--- config.mk ---
export PLATFORM = sky130hd
export DESIGN_NAME = swf_div
export DESIGN_NICKNAME = d
export VERILOG_FILES = /design/src/hw/rtl/swf_pkg.sv /design/src/hw/rtl/swf_div.sv
export SDC_FILE = /design/constraint.sdc
export NUM_CORES = 1
export LEC_CHECK = 0
export BUFFER_PORTS_ARGS = -buffer_cell sky130_fd_sc_hd__buf_4
export CAP_MARGIN = 20
export CORE_ASPECT_RATIO = 2
export CORE_MARGIN = 3
export CORE_UTILIZATION = 40
export CTS_BUF_LIST = sky130_fd_sc_hd__clkbuf_2
export DETAILED_ROUTE_END_ITERATION = 16
export SLEW_MARGIN = 15
export SYNTH_ARGS = -nofsm -noshare
export SYNTH_HDL_FRONTEND = slang
export SYNTH_SLANG_ARGS = --single-unit
--- constraint.sdc ---
create_clock -name clock -period 5.1 [get_ports clock]
set_input_delay 0.51 -clock clock [delete_from_list [all_inputs] [get_ports clock]]
set_output_delay 0.51 -clock clock [all_outputs]
set_load 0.005 [all_outputs]
--- src/hw/rtl/swf_pkg.sv ---
package swf_pkg;

   // Post-shift applied to a 128-bit magnitude product
   typedef enum logic [2:0] {
      SH_0,
      SH_16,
      SH_32,
      SH_40,
      SH_41,
      SH_FRAC
   } shift_sel_type;

   typedef struct packed {
      logic                start;
      logic signed [63:0]  a;
      logic signed [63:0]  b;
      shift_sel_type       shift;
   } mul_req_type;

   typedef struct packed {
      logic                done;
      logic                saturated;
      logic signed [63:0]  result;
   } mul_rsp_type;

   localparam int DIV_BITS = 56;
   localparam int DIVISOR_BITS = 32;

   typedef struct packed {
      logic                      start;
      logic [DIV_BITS-1:0]       dividend;
      logic [DIVISOR_BITS-1:0]   divisor;
   } div_req_type;

   typedef struct packed {
      logic                done;
      logic [DIV_BITS-1:0] quotient;
   } div_rsp_type;

   typedef enum logic [1:0] {
      CSR_ENERGY,
      CSR_STEP,
      CSR_NONPARABOLIC,
      CSR_KINETIC
   } csr_index_type;

   localparam logic [19:0]        MASS_MAX  = 20'hFFFFF;
   localparam logic signed [63:0] PSI_MAX   = 64'sh7FFF_FFFF_FFFF_FFFF;
   localparam logic signed [63:0] PSI_MIN   = 64'sh8000_0000_0000_0000;
   localparam logic signed [63:0] ONE_Q16   = 64'sd65536;
   localparam logic signed [63:0] F_CLAMP   = 64'sd1099511627776;
   localparam logic signed [63:0] F_CLAMP_N = -64'sd1099511627776;

endpackage

--- src/hw/rtl/swf_div.sv ---
module swf_div (
   input  logic                 clock,
   input  logic                 reset,
   input  swf_pkg::div_req_type req,
   output swf_pkg::div_rsp_type rsp
);
   import swf_pkg::*;

   localparam int CNT_W = $clog2(DIV_BITS);

   logic [DIV_BITS-1:0]     dvd_ff;
   logic [DIVISOR_BITS-1:0] div_ff;
   logic [DIVISOR_BITS-1:0] rem_ff;
   logic [DIVISOR_BITS-1:0] rem_in;
   logic [CNT_W-1:0]        cnt_ff;
   logic                    busy_ff;
   div_rsp_type             rsp_ff;

   logic [DIVISOR_BITS:0]   trial;
   logic [DIVISOR_BITS:0]   diff;
   logic                    ge;

   // restoring division, one quotient bit per cycle
   always_comb begin
      trial  = {rem_ff, dvd_ff[DIV_BITS-1]};
      diff   = trial - {1'b0, div_ff};
      ge     = trial >= {1'b0, div_ff};
      rem_in = ge ? diff[DIVISOR_BITS-1:0] : trial[DIVISOR_BITS-1:0];
   end

   always_ff @(posedge clock) begin
      if (reset) begin
         busy_ff <= 1'b0;
         cnt_ff  <= '0;
         rsp_ff  <= '0;
      end else begin
         rsp_ff.done <= 1'b0;
         if (req.start) begin
            dvd_ff  <= req.dividend;
            div_ff  <= req.divisor;
            rem_ff  <= '0;
            cnt_ff  <= '0;
            busy_ff <= 1'b1;
         end else if (busy_ff) begin
            dvd_ff <= {dvd_ff[DIV_BITS-2:0], ge};
            rem_ff <= rem_in;
            if (cnt_ff == CNT_W'(DIV_BITS - 1)) begin
               busy_ff         <= 1'b0;
               rsp_ff.done     <= 1'b1;
               rsp_ff.quotient <= {dvd_ff[DIV_BITS-2:0], ge};
            end else begin
               cnt_ff <= cnt_ff + CNT_W'(1);
            end
         end
      end
   end

   assign rsp = rsp_ff;

endmodule

# Word-level counts from Yosys, hierarchy flattened
# Index checks and enable logic that the tools add are counted.
[word_totals]
regBits = 184
in_bits = 91
wordCells = 30
[op_classes]
n_addsub = 2
magnitude_cmp = 1
eq_ne = 1
mux = 8
bitwise = 4
n_reduce_logical = 7
[ops]
columns = ["cell", "count"]
rows = [
  ["two-way mux 56 bit", 2],
  ["two-way mux 32 bit", 2],
  ["two-way mux 57 bit", 1],
  ["greater-or-equal comparator 33 x 32 -> 1 bit", 1],
  ["subtractor 32 bit", 1],
  ["adder 6 x 1 -> 6 bit, second input constant", 1],
  ["== test 6 bit, second input constant", 1],
  ["AND reduction 2 bit", 3],
  ["NOT 1 bit", 4],
  ["two-way mux 1 bit", 3],
  ["AND reduction 3 bit", 1],
  ["OR reduction 3 bit", 1],
  ["nonzero test 2 bit", 1],
  ["OR reduction 2 bit", 1],
]

# Longest topological paths before layout
[depth]
depth_word = 4
ltp_mapped = 14
ltp_nobuf = 12

# Worst setup path before layout
# OpenSTA, ideal clock, no wires.
[synth_path]
kind = "in2reg"
start = "in req[88] (netlist bit)"
end = "reg dvd_ff[0] (enable)"
t_arrival_ns = 4.857
required_ns = 4.565
slack_ns = -0.292
stages = 4
path_cell_list = "clkbuf_1 -> clkbuf_1 -> nor2_1 -> nor2_1"
[synth_between]
elab_chain_cells = 2
[synth_lines]
columns = ["element", "line_no", "source"]
rows = [
  ["start, declared", "swf_div.sv:4", "input swf_pkg::div_req_type req,"],
  ["nonzero test 2 bit (no source line)", "--", ""],
  ["AND reduction 2 bit (no source line)", "--", ""],
  ["end signal, assigned", "swf_div.sv:39", "dvd_ff <= req.dividend;"],
  ["end signal, assigned", "swf_div.sv:45", "dvd_ff <= {dvd_ff[DIV_BITS-2:0], ge};"],
  ["end, declared", "swf_div.sv:11", "logic [DIV_BITS-1:0] dvd_ff;"],
]
# No other way between the ends.
# A chain may end at the register's enable or synchronous reset.

# Worst setup path after layout
[layout_path]
start = "reg rem_ff[7]"
end = "reg rem_ff[4], data pin"
[layout_between]
elab_chain_cells = 3
[layout_lines]
columns = ["element", "line_no", "source"]
rows = [
  ["start, declared", "swf_div.sv:13", "logic [DIVISOR_BITS-1:0] rem_ff;"],
  ["start signal, assigned", "swf_div.sv:46", "rem_ff <= rem_in;"],
  ["greater-or-equal comparator 33 x 32 -> 1 bit", "swf_div.sv:27", "ge = trial >= {1'b0, div_ff};"],
  ["two-way mux 32 bit", "swf_div.sv:28", "rem_in = ge ? diff[DIVISOR_BITS-1:0] : trial[DIVISOR_BITS-1:0];"],
  ["two-way mux 32 bit", "swf_div.sv:44", "end else if (busy_ff) begin"],
]
# No other way between the ends. The select of a mux whose other input is x is not followed.

==> run_results.csv <==
group,metric,value,unit
detailed_routing,route.met3.wl,878,µm
grt,grt_antenna_before_repair,2,
detailed_routing,via_per_inst,5.13,
detailed_routing,drc_errors,0,
placement,port_buffers,147,
critical_path,crit_type,"reg -> reg",
timing,drv_slew,0,
grt,grt_pass1_vias,7205,
cts,clock_latency,0.82,ns
grt,grt_max_degree,63,
cts,clockRootBuffer,"clkbuf_2",
detailed_routing,drt-met1-wl,8070,µm
critical_path,rrSetupSlack,1.67,ns
timing,worst_pin_slew,1.03,ns
grt,grt.overflow.total,0,
timing,max_freq,291,MHz
timing,fin_worst_skew,0.0270,ns
critical_path,worst_ep_arrival_time,4.00,ns
power_and_ir_drop,switching_share,0.309,
logic_synthesis,ys.flop_type,"edfxtp_1",
cells_and_area,drive_gt1_frac,0.258,
die,fp.coreArea,21800,µm²
timing,tns,0,ns
placement,gp_congestion,0.879,
detailed_routing,drtAntennaViolNets,0,
critical_path,critPathMaxFanout,20,
logic_synthesis,syn_area,8950,µm²
placement,dp_hpwl,16000,µm
cts,clkSinkCount,184,
logic_synthesis,synth_most_common_cell,"nand2_1",
logic_synthesis,synthDistinctLibCells,63,
critical_path,r2r_start,"rem_ff[7]",
logic_synthesis,ys_seq_area_frac,0.546,
timing,period_minus_slack,3.43,ns
placement,placed_area,10300,µm²
critical_path,crit_end,"rem_ff[4]",
die,die_w,112,µm
die,row_count,76,
cells_and_area,fill_cells,2038,
detailed_routing,vias,6909,
die,fp.dieH,218,µm
detailed_routing,drt_iter0_markers,267,
critical_path,required,5.67,ns
critical_path,worst-r2r-cell-count,11,
cells_and_area,design_area,11300,µm²
grt,gr-usage-all-layers,0.193,
logic_synthesis,ys_ff_latch,184,
power_and_ir_drop,pwr-share-seq,0.533,
power_and_ir_drop,leakagePower,4.43,nW
timing,post-route-period-util,0.673,
cts,cts_tree,"done",
power_and_ir_drop,p_comb_frac,0.248,
timing,rsz0062_at_grt,"false",
cts,cts_buffers,17,
cells_and_area,nets,1184,
logic_synthesis,synth_top_area_cell,"edfxtp_1",
power_and_ir_drop,p_int,2.24,mW
logic_synthesis,yosys_warnings,0,
cts,cts_resized,0,
power_and_ir_drop,ir_worst_vdd,0.229,mV
logic_synthesis,synthCells,841,
cts,postCtsSetupRepairBufs,0,
detailed_routing,routed_wl,23000,µm
logic_synthesis,synth_nets,966,
die,io-pin-count,148,
logic_synthesis,synth_area_leaders,"edfxtp_1, dfxtp_1, mux2_2, nand2_1, a21oi_1",
critical_path,critPathCaptureType,"register",
power_and_ir_drop,p_per_area,286,nW/µm²
power_and_ir_drop,netSwitchingPower,1.00,mW
min_path,hold_path_class,"in -> reg",
die,initial_core_util,0.411,
detailed_routing,drtPass1Iterations,5,
logic_synthesis,netlist_top_cells_count,"nand2_1, edfxtp_1, a21oi_1",
timing,setup_viol,0,
detailed_routing,top_layer_used,"met4",
job,drv_cap,0,
critical_path,critPathLaunch,"rem_ff[7]",
logic_synthesis,syn_avg_cell_area,10.6,µm²
cts,clkTransAtPathRegs,0.27,ns
cts,htree_levels,4,
logic_synthesis,async_reset_ff_frac,0,
critical_path,worst_setup_path_start_kind,"register",
logic_synthesis,synth_top_cell_area_share,0.403,
grt,grt_pass1_wl,36900,µm
cells_and_area,syn_to_final_growth,26.8,%
timing,hold_viol,0,
detailed_routing,wl_per_cell,17.0,µm
die,dieArea,24300,µm²
logic_synthesis,synth_edf_count,120,
status,status,"completed",
detailed_routing,dr_wl_met2,13100,µm
power_and_ir_drop,p_clk_frac,0.219,
timing,slew_headroom,0.311,
critical_path,r2r_end,"rem_ff[4]",
cts,cts_buffer_depth,2,
[layout make-up]
cell class	instances	area, µm²	share of cell area
Antenna cell	2	5.00	0.000441
Clock buffer	21	105	0.00926
Clock inverter	11	96.3	0.00849
Inverter	36	135	0.0119
Multi-Input combinational cell	578	3740	0.330
Sequential cell	184	4880	0.430
Tap cell	273	342	0.0301
Timing Repair Buffer	242	2040	0.180
[how the worst min path moves through the flow]
stage                     startpoint      end  slack [ns]  cells past startpoint
final                          reset  rsp[56]        0.22                      2
after detailed placement      rsp[5]   rsp[5]        0.45                      2
after global placement        rsp[2]   rsp[2]        0.44                      2
after global routing           reset  rsp[56]        0.14                      2
after floorplan              rsp[10]  rsp[10]        0.45                      2
after CTS                      reset  rsp[56]        0.13                      2
[through the flow]
stage                     setup slack (ns)  power (mW)  utilization  hold slack (ns)  std cells
after floorplan                       1.18        2.32            -            0.453        841
after global placement                1.70        2.51        0.471            0.443       1225
after detailed placement              1.67        2.52        0.471            0.448       1225
after CTS                             1.64        3.29        0.521            0.129       1345
after global routing                  1.31        3.43        0.521            0.136       1347
final                                 1.67        3.25        0.521            0.224       1347
[what timing repair did]
action / in CTS / in global routing
endpoints found under the hold margin: 88 / 0
endpoints found under the setup margin: 0 / 0
hold buffers: 88 / 0
[cell families after synthesis]
group	count (synthesis)	synth area share
simple gates	273	0.130
flops	184	0.546
xor+xnor	30	0.0294
mux	66	0.0815
buf+inv	79	0.0380
fa+ha+maj	34	0.0484
compound gates	175	0.127
[state kept, by name, indices dropped and copies added (netlist names)]
name	flops
busy_ff	1
cnt_ff	6
dvd_ff	56
rsp	57
rem_ff	32
div_ff	32
[layout by cell type, fill, tap and decap left out, types with 13 or more instances in the layout]
master           n
nand2_1        158
buf_4          154
edfxtp_1       120
a21oi_1         93
dlygate4sd3_1   88
dfxtp_1         64
mux2_2          55
nor2_1          52
inv_1           35
ha_1            33
clkbuf_2        21
nand3_1         17
xnor2_1         17
o21ai_0         14
xor2_1          13
[power by group through the flow]
stage,Combinational [mW],Clock [mW],Sequential (mW)
after global placement,0.747,0,1.76
after global routing,0.887,0.798,1.74
final,0.805,0.710,1.73
after floorplan,0.569,0,1.75
after detailed placement,0.753,0,1.76
after CTS,0.811,0.748,1.73
[critical path, stage by stage (launching register included)]
cell	delay (ns)
edfxtp_1	0.46
ha_1	0.43
nand2_1	0.10
o21ai_0	0.28
o21a_1	0.15
o21ai_1	0.12
a21oi_2	0.29
nand2_2	0.12
a21oi_4	0.66
buf_4	0.33
mux2i_1	0.21
nor2_1	0.05
[layer usage]
metal / vias up / global-route usage
met3: 59 / 0.0450
met1: 3293 / 0.189
met2: 157 / 0.370
li1: 3400 / -
met5: - / 0
met4: 0 / 0.0970
(Power assumes the default switching activity.)
