<file path="src/hw/rtl/swf_pkg.sv">
package swf_pkg;

   // Post-shift applied to a 128-bit magnitude product
   typedef enum logic [2:0] {
      SH_0,
      SH_16,
      SH_32,
      SH_40,
      SH_41,
      SH_FRAC
   } shift_sel_type;

   typedef struct packed {
      logic                start;
      logic signed [63:0]  a;
      logic signed [63:0]  b;
      shift_sel_type       shift;
   } mul_req_type;

   typedef struct packed {
      logic                done;
      logic                saturated;
      logic signed [63:0]  result;
   } mul_rsp_type;

   localparam int DIV_BITS = 56;
   localparam int DIVISOR_BITS = 32;

   typedef struct packed {
      logic                      start;
      logic [DIV_BITS-1:0]       dividend;
      logic [DIVISOR_BITS-1:0]   divisor;
   } div_req_type;

   typedef struct packed {
      logic                done;
      logic [DIV_BITS-1:0] quotient;
   } div_rsp_type;

   typedef enum logic [1:0] {
      CSR_ENERGY,
      CSR_STEP,
      CSR_NONPARABOLIC,
      CSR_KINETIC
   } csr_index_type;

   localparam logic [19:0]        MASS_MAX  = 20'hFFFFF;
   localparam logic signed [63:0] PSI_MAX   = 64'sh7FFF_FFFF_FFFF_FFFF;
   localparam logic signed [63:0] PSI_MIN   = 64'sh8000_0000_0000_0000;
   localparam logic signed [63:0] ONE_Q16   = 64'sd65536;
   localparam logic signed [63:0] F_CLAMP   = 64'sd1099511627776;
   localparam logic signed [63:0] F_CLAMP_N = -64'sd1099511627776;

endpackage

</file>
<file path="src/hw/rtl/swf_mul.sv">
module swf_mul #(
   parameter int PSI_FRAC_BITS = 31
) (
   input  logic                 clock,
   input  logic                 reset,
   input  swf_pkg::mul_req_type req,
   output swf_pkg::mul_rsp_type rsp
);
   import swf_pkg::*;

   localparam logic [2:0] LAST_PART = 3'd4;

   logic [63:0]   a_mag_ff;
   logic [63:0]   b_mag_ff;
   logic          neg_ff;
   shift_sel_type shift_ff;
   logic [127:0]  prod_ff;
   logic [2:0]    step_ff;
   logic          busy_ff;
   mul_rsp_type   rsp_ff;

   logic [31:0]   a_half;
   logic [31:0]   b_half;
   logic [63:0]   part;
   logic [127:0]  addend;
   logic [127:0]  shifted;
   logic [63:0]   limit;
   logic          sat;
   logic [63:0]   mag;

   // one 32x32 partial product per cycle: a0b0, a0b1, a1b0, a1b1
   always_comb begin
      a_half = step_ff[1] ? a_mag_ff[63:32] : a_mag_ff[31:0];
      b_half = step_ff[0] ? b_mag_ff[63:32] : b_mag_ff[31:0];
      part   = a_half * b_half;
      unique case (step_ff[1:0])
         2'd0:    addend = {64'b0, part};
         2'd3:    addend = {part, 64'b0};
         default: addend = {32'b0, part, 32'b0};
      endcase
      case (shift_ff)
         SH_16:   shifted = prod_ff >> 16;
         SH_32:   shifted = prod_ff >> 32;
         SH_40:   shifted = prod_ff >> 40;
         SH_41:   shifted = prod_ff >> 41;
         SH_FRAC: shifted = prod_ff >> PSI_FRAC_BITS;
         default: shifted = prod_ff;
      endcase
      limit = neg_ff ? 64'h8000_0000_0000_0000 : 64'h7FFF_FFFF_FFFF_FFFF;
      sat   = (|shifted[127:64]) || (shifted[63:0] > limit);
      mag   = sat ? limit : shifted[63:0];
   end

   always_ff @(posedge clock) begin
      if (reset) begin
         busy_ff <= 1'b0;
         step_ff <= '0;
         rsp_ff  <= '0;
      end else begin
         rsp_ff.done <= 1'b0;
         if (req.start) begin
            a_mag_ff <= req.a[63] ? 64'(-req.a) : 64'(req.a);
            b_mag_ff <= req.b[63] ? 64'(-req.b) : 64'(req.b);
            neg_ff   <= req.a[63] ^ req.b[63];
            shift_ff <= req.shift;
            prod_ff  <= '0;
            step_ff  <= '0;
            busy_ff  <= 1'b1;
         end else if (busy_ff) begin
            if (step_ff == LAST_PART) begin
               busy_ff          <= 1'b0;
               rsp_ff.done      <= 1'b1;
               rsp_ff.saturated <= sat;
               rsp_ff.result    <= $signed(neg_ff ? 64'(-mag) : mag);
            end else begin
               prod_ff <= prod_ff + addend;
               step_ff <= step_ff + 3'd1;
            end
         end
      end
   end

   assign rsp = rsp_ff;

endmodule

</file>
<file path="config.mk">
export PLATFORM = sky130hd
export DESIGN_NAME = swf_mul
export DESIGN_NICKNAME = d
export VERILOG_FILES = /design/src/hw/rtl/swf_pkg.sv /design/src/hw/rtl/swf_mul.sv
export SDC_FILE = /design/constraint.sdc
export NUM_CORES = 2
export LEC_CHECK = 0
export BUFFER_PORTS_ARGS = -buffer_cell sky130_fd_sc_hd__clkbuf_2
export CAP_MARGIN = 10
export CELL_PAD_IN_SITES_DETAIL_PLACEMENT = 1
export CELL_PAD_IN_SITES_GLOBAL_PLACEMENT = 1
export CORE_MARGIN = 2
export CORE_UTILIZATION = 46
export DETAILED_ROUTE_END_ITERATION = 10
export HOLD_SLACK_MARGIN = 0.06
export PLACE_DENSITY = 0.8
export SYNTH_ARGS = -nofsm -noshare
export SYNTH_HDL_FRONTEND = slang
export SYNTH_SLANG_ARGS = --single-unit
export TNS_END_PERCENT = 10
</file>
<file path="constraint.sdc">
create_clock -name clock -period 10.9 [get_ports clock]
set_clock_uncertainty 0.15 [all_clocks]
set_input_delay 1.09 -clock clock [delete_from_list [all_inputs] [get_ports clock]]
set_output_delay 1.09 -clock clock [all_outputs]
set_load 0.005 [all_outputs]
</file>
# Word level (Yosys, flattened, before mapping)

Cells that the tools add are included.

Register bits: 330
Output and inout port bits: 66
Word-level logic and storage cells: 57

$add $sub $neg: 5
Equality and inequality tests: 8
Bitwise operators: 5
Order comparisons: 1
$mul: 1
Muxes and demuxes: 15
Reductions and logical operators: 10

Operators by type and width:

| operator                                      | count |
|---|---|
| one-hot mux 128 bit (5 select lines)          | 1 |
| 2-to-1 mux 128 bit                            | 2 |
| one-hot mux 128 bit (2 select lines)          | 1 |
| 2-to-1 mux 64 bit                             | 3 |
| negation 64 bit                               | 3 |
| adder 128 bit                                 | 1 |
| 2-to-1 mux 63 bit                             | 2 |
| 2-to-1 mux 66 bit                             | 1 |
| > comparator 64 bit                           | 1 |
| multiplier 32 x 32 -> 64 bit                  | 1 |
| 2-to-1 mux 32 bit                             | 2 |
| OR reduction 64 bit                           | 1 |
| == test 3 bit, second input constant          | 3 |
| == test 3 x 2 -> 1 bit, second input constant | 2 |
| AND reduction 3 bit                           | 2 |
| inverter 1 bit                                | 4 |
| AND reduction 2 bit                           | 2 |
| adder 3 x 1 -> 3 bit, second input constant   | 1 |
| == test 3 x 1 -> 1 bit, second input constant | 1 |
| 2-to-1 mux 1 bit                              | 3 |
| OR reduction 3 bit                            | 1 |
| == test 2 bit, second input constant          | 1 |
| zero test 2 bit                               | 1 |
| inequality test 2 bit, second input constant  | 1 |
| other kinds (4)                               | 4 |

# Longest topological paths before layout

Depth in word-level cells: 8
Mapped depth: 46

# Least setup slack after synthesis

No wires, ideal clock.

Kind: register to register
From: register step_ff[0]
To: register prod_ff[126] (data pin)
Setup slack: -0.996 ns
Required time: 10.490 ns
Period minus slack after synthesis: 11.896 ns
Buffers on the path: 4
Arrival: 11.486 ns
Stages on the path, launching flop included: 44
Cells stage by stage: dfxtp_1 -> clkbuf_1 -> buf_1 -> mux2i_1 -> clkbuf_1 -> nor2_1 -> fa_1 -> fa_1 -> fa_1 -> inv_1 -> fa_1 -> inv_1 -> fa_1 -> inv_1 -> fa_1 -> inv_1 -> fa_1 -> fa_1 -> (+8 left out) -> a21oi_1 -> o21ai_0 -> xor2_1 -> a22o_1 -> ha_1 -> clkbuf_1 -> nand4_1 -> or2_2 -> or3_1 -> o22ai_1 -> o31a_1 -> a211o_1 -> a31oi_1 -> o31a_1 -> o211ai_1 -> a21oi_1 -> o31a_1 -> mux2_2

Cells in the longest elaborated chain, start to end: 6
Elaborated cells between the ends (all ways): 8
Classes of those cells: 1 x add/sub; 1 x mul; 1 x eq/ne; 4 x mux; 1 x reduce/logical

RTL lines:

| element                                | line          | RTL |
|---|---|---|
| from (decl)                            | swf_mul.sv:18 | `logic [2:0] step_ff;` |
| from (signal assigned)                 | swf_mul.sv:77 | `step_ff <= step_ff + 3'd1;` |
| 2-to-1 mux 32 bit                      | swf_mul.sv:34 | `b_half = step_ff[0] ? b_mag_ff[63:32] : b_mag_ff[31:0];` |
| multiplier 32 x 32 -> 64 bit           | swf_mul.sv:35 | `part = a_half * b_half;` |
| one-hot mux 128 bit (2 select lines) * | swf_mul.sv:36 | `unique case (step_ff[1:0])` |
| adder 128 bit *                        | swf_mul.sv:76 | `prod_ff <= prod_ff + addend;` |
| 2-to-1 mux 128 bit *                   | swf_mul.sv:70 | `if (step_ff == LAST_PART) begin` |
| 2-to-1 mux 128 bit *                   | swf_mul.sv:69 | `end else if (busy_ff) begin` |
| to (signal assigned)                   | swf_mul.sv:76 |  |
| to (decl)                              | swf_mul.sv:17 | `logic [127:0] prod_ff;` |

Every way passes the cells marked *; elsewhere a longest branch is shown, timed or not. The select of a mux whose other input is x is not followed.
A chain may end at the register's enable or synchronous reset.

# Worst setup path in the final report

Same ends and word-level chain as after synthesis.

==> run_results.csv <==
group,metric,value,unit
cts,cts_buffers,45,
detailed_routing,drt-total-wl,307000,um
synth,synth_top_cell_area_share,28.4,%
sta,fin_crit_sh,113,%
floorplan,placement_rows,135,
synth,synth.distinct_cells,82,
global_routing,grt_pass1_wl,445000,um
critical_path,path_common_cell,"fa_1",
run_status,outcome,"finished, violations left",
synth,yosysTopAreaCell,"fa_1",
sta,tightestPinTransition,1.27,ns
cts,h-tree-depth,2,
sta,setup_viol,82,
synth,yosys-top-cells-count,"nor2_1, inv_1, fa_1",
placed_design,globalplace.congestion,1.00,
detailed_routing,drt_pass1_iterations,7,
detailed_routing,wl_per_cell,29.7,um
flow_run,maxCapViolCount,0,
sta,rsz0062_at_grt,"true",
finish,layout.nets,9985,
critical_path,worstPathArrival,12.56,ns
run_status,violations,"negative setup slack",
finish,layout-drive-gt1-share,23.1,%
cts,cts-root-buf,"clkbuf_16",
critical_path,crit_path_end_kind,"flop",
sta,max_freq,81.3,MHz
floorplan,start_util,46.5,%
detailed_routing,remaining_drc_errors,0,
synth,yosysWarningCount,0,
placed_design,place_hpwl,235000,um
critical_path,cp-start-kind,"flop",
synth,ys.flop_type,"edfxtp_1",
placed_design,numPortBuffers,199,
floorplan,die_x,374,um
cts,tritoncts,"done",
synth,synthArstFlopShare,0,%
critical_path,slowest_stage,"fa_1",
global_routing,grt_max_degree,164,
global_routing,antenna_found_initial,26,
critical_path,critPathRequiredTime,11.16,ns
global_routing,overflow,0,
synth,syn-num-nets,8922,
detailed_routing,drt-initial-drc-count,6719,
cts,clkTransAtPathRegs,0.06,ns
synth,ys_seq_elements,330,
sta,finalMaxSlewViolations,0,
placed_design,dp_cells,10102,
critical_path,worstSetupPathType,"reg -> reg",
synth,yosysMostFrequentCell,"nor2_1",
critical_path,worst_path_largest_cell_delay,0.59,ns
finish,area_growth,25.1,%
finish,fin_cells,10313,
floorplan,core,136000,um2
sta,final-hold-violation-count,0,
detailed_routing,routed_via_density,6.28,
synth,synth_enable_flop_cells,260,
min_path,hold_class,"reg -> reg",
sta,period_needed,12.30,ns
sta,relSlewSlack,14.4,%
cts,clock_path_buffers,3,
global_routing,grt_pass1_vias,68923,
finish,n_fill_cell,15829,
sta,layout_setup_ws,-1.40,ns
cts,clock_latency,0.72,ns
floorplan,dieHeight,374,um
critical_path,worst-r2r-setup-slack,-1.40,ns
floorplan,die_area,140000,um2
synth,netlist_top_cells_area,"fa_1, edfxtp_1, ha_1, nor2_1, inv_1",
synth,seq_area_frac_synth,14.6,%
synth,synth_area,63100,um2
detailed_routing,dr_total_vias,64759,
cts,cts.sinks,330,
synth,synth_area_per_cell,8.50,um2
global_routing,grt_use_total,42.3,%
critical_path,worstPathMaxFanout,5,
floorplan,num_io_pins,200,
detailed_routing,antenna_left,0,
synth,netlist_instances,7425,
[worst max-delay path: cells and delay by family, from the launching register on]
kind / cells / cell delay, ns
fa+ha+maj: 10 / 4.75
compound gates: 15 / 2.90
simple gates: 8 / 1.64
buf+inv: 11 / 1.45
mux: 2 / 0.55
flops: 1 / 0.40
xor+xnor: 1 / 0.18
[registers in the layout, indices dropped and copies added (netlist names)]
register  flops
shift_ff      3
neg_ff        1
a_mag_ff     64
b_mag_ff     64
rsp          66
step_ff       3
busy_ff       1
prod_ff     128
[layout by cell type (no fill, tap or decap), drive strengths merged, types with 64 or more instances in the layout]
cell type,Yosys,final
buf,44,1209
inv,960,966
nor2,965,965
fa,897,897
nand2,758,758
ha,466,466
a21oi,398,398
o21ai,295,295
edfxtp,260,260
clkbuf,351,254
xnor2,230,230
a21o,157,157
nor3,106,106
mux2i,106,106
nand4,93,93
xor2,82,82
and2,76,76
mux2,73,73
dfxtp,70,70
a22o,65,65
nand2b,64,64
[per-stage QoR]
step	area [um2]	worst slack, ns	TNS, ns	hold WS [ns]	util [%]
after detailed placement	74400	-2.01	-88.50	0.296	54.8
after global routing	79000	-1.54	-77.60	0.324	58.1
final	79000	-1.40	-58.82	0.308	58.2
after floorplan	63800	-0.0116	-0.0116	0.298	-
after CTS	78000	-0.980	-37.88	0.308	57.4
after global placement	74400	-1.82	-71.30	0.286	54.8
[final timing paths]
check | from | cells past startpoint | endpoint
min | rsp[49]$_SDFFE_PP0P_ | 1 | rsp[49]$_SDFFE_PP0P_
min reg2reg | rsp[49]$_SDFFE_PP0P_ | 1 | rsp[49]$_SDFFE_PP0P_
max | step_ff[0]$_SDFFE_PP0P_ | 47 | prod_ff[126]$_SDFFCE_PP0P_
max reg2reg | step_ff[0]$_SDFFE_PP0P_ | 47 | prod_ff[126]$_SDFFCE_PP0P_
[what timing repair did]
action,CTS,global route
gates resized for setup,259,173
buffers inserted,69,46
cloned,10,2
setup endpoints to repair,89,90
hold buffers,0,0
pin swaps,136,96
[cell type report]
type	instances	area, um2	area share [%]
clock buffer	53	1220	1.54
timing repair buffer	1411	11400	14.5
inverter	963	3620	4.58
antenna	8	20.0	0.0253
multi-input combinational	5737	50900	64.5
clock inverter	30	302	0.382
tap	1781	2230	2.82
sequential	330	9220	11.7
[layer usage]
| metal | global-route usage (%) | vias to the layer above | wire length [um] |
|---|---|---|---|
| met5 | 0 | - | 362 |
| li1 | - | 26947 | - |
| met4 | 23.2 | 26 | 20900 |
| met2 | 66.0 | 3854 | 136000 |
| met1 | 53.5 | 32688 | 117000 |
| met3 | 11.1 | 1244 | 32700 |
[cell families (layout without fill, tap and decap cells)]
| kind of cell | after synthesis | in the layout | synth area share (%) |
|---|---|---|---|
| simple gates | 2426 | 2426 | 17.2 |
| compound gates | 1457 | 1457 | 15.1 |
| fa+ha+maj | 1363 | 1363 | 37.7 |
| buf+inv | 1358 | 2457 | 8.10 |
| flops | 330 | 330 | 14.6 |
| xor+xnor | 312 | 312 | 4.33 |
| mux | 179 | 179 | 2.98 |
| other cells | 0 | 8 | 0 |
Power is left out: the tool's default activity adds up to more than one toggle a clock period on the data nets, which glitch-free logic cannot reach.
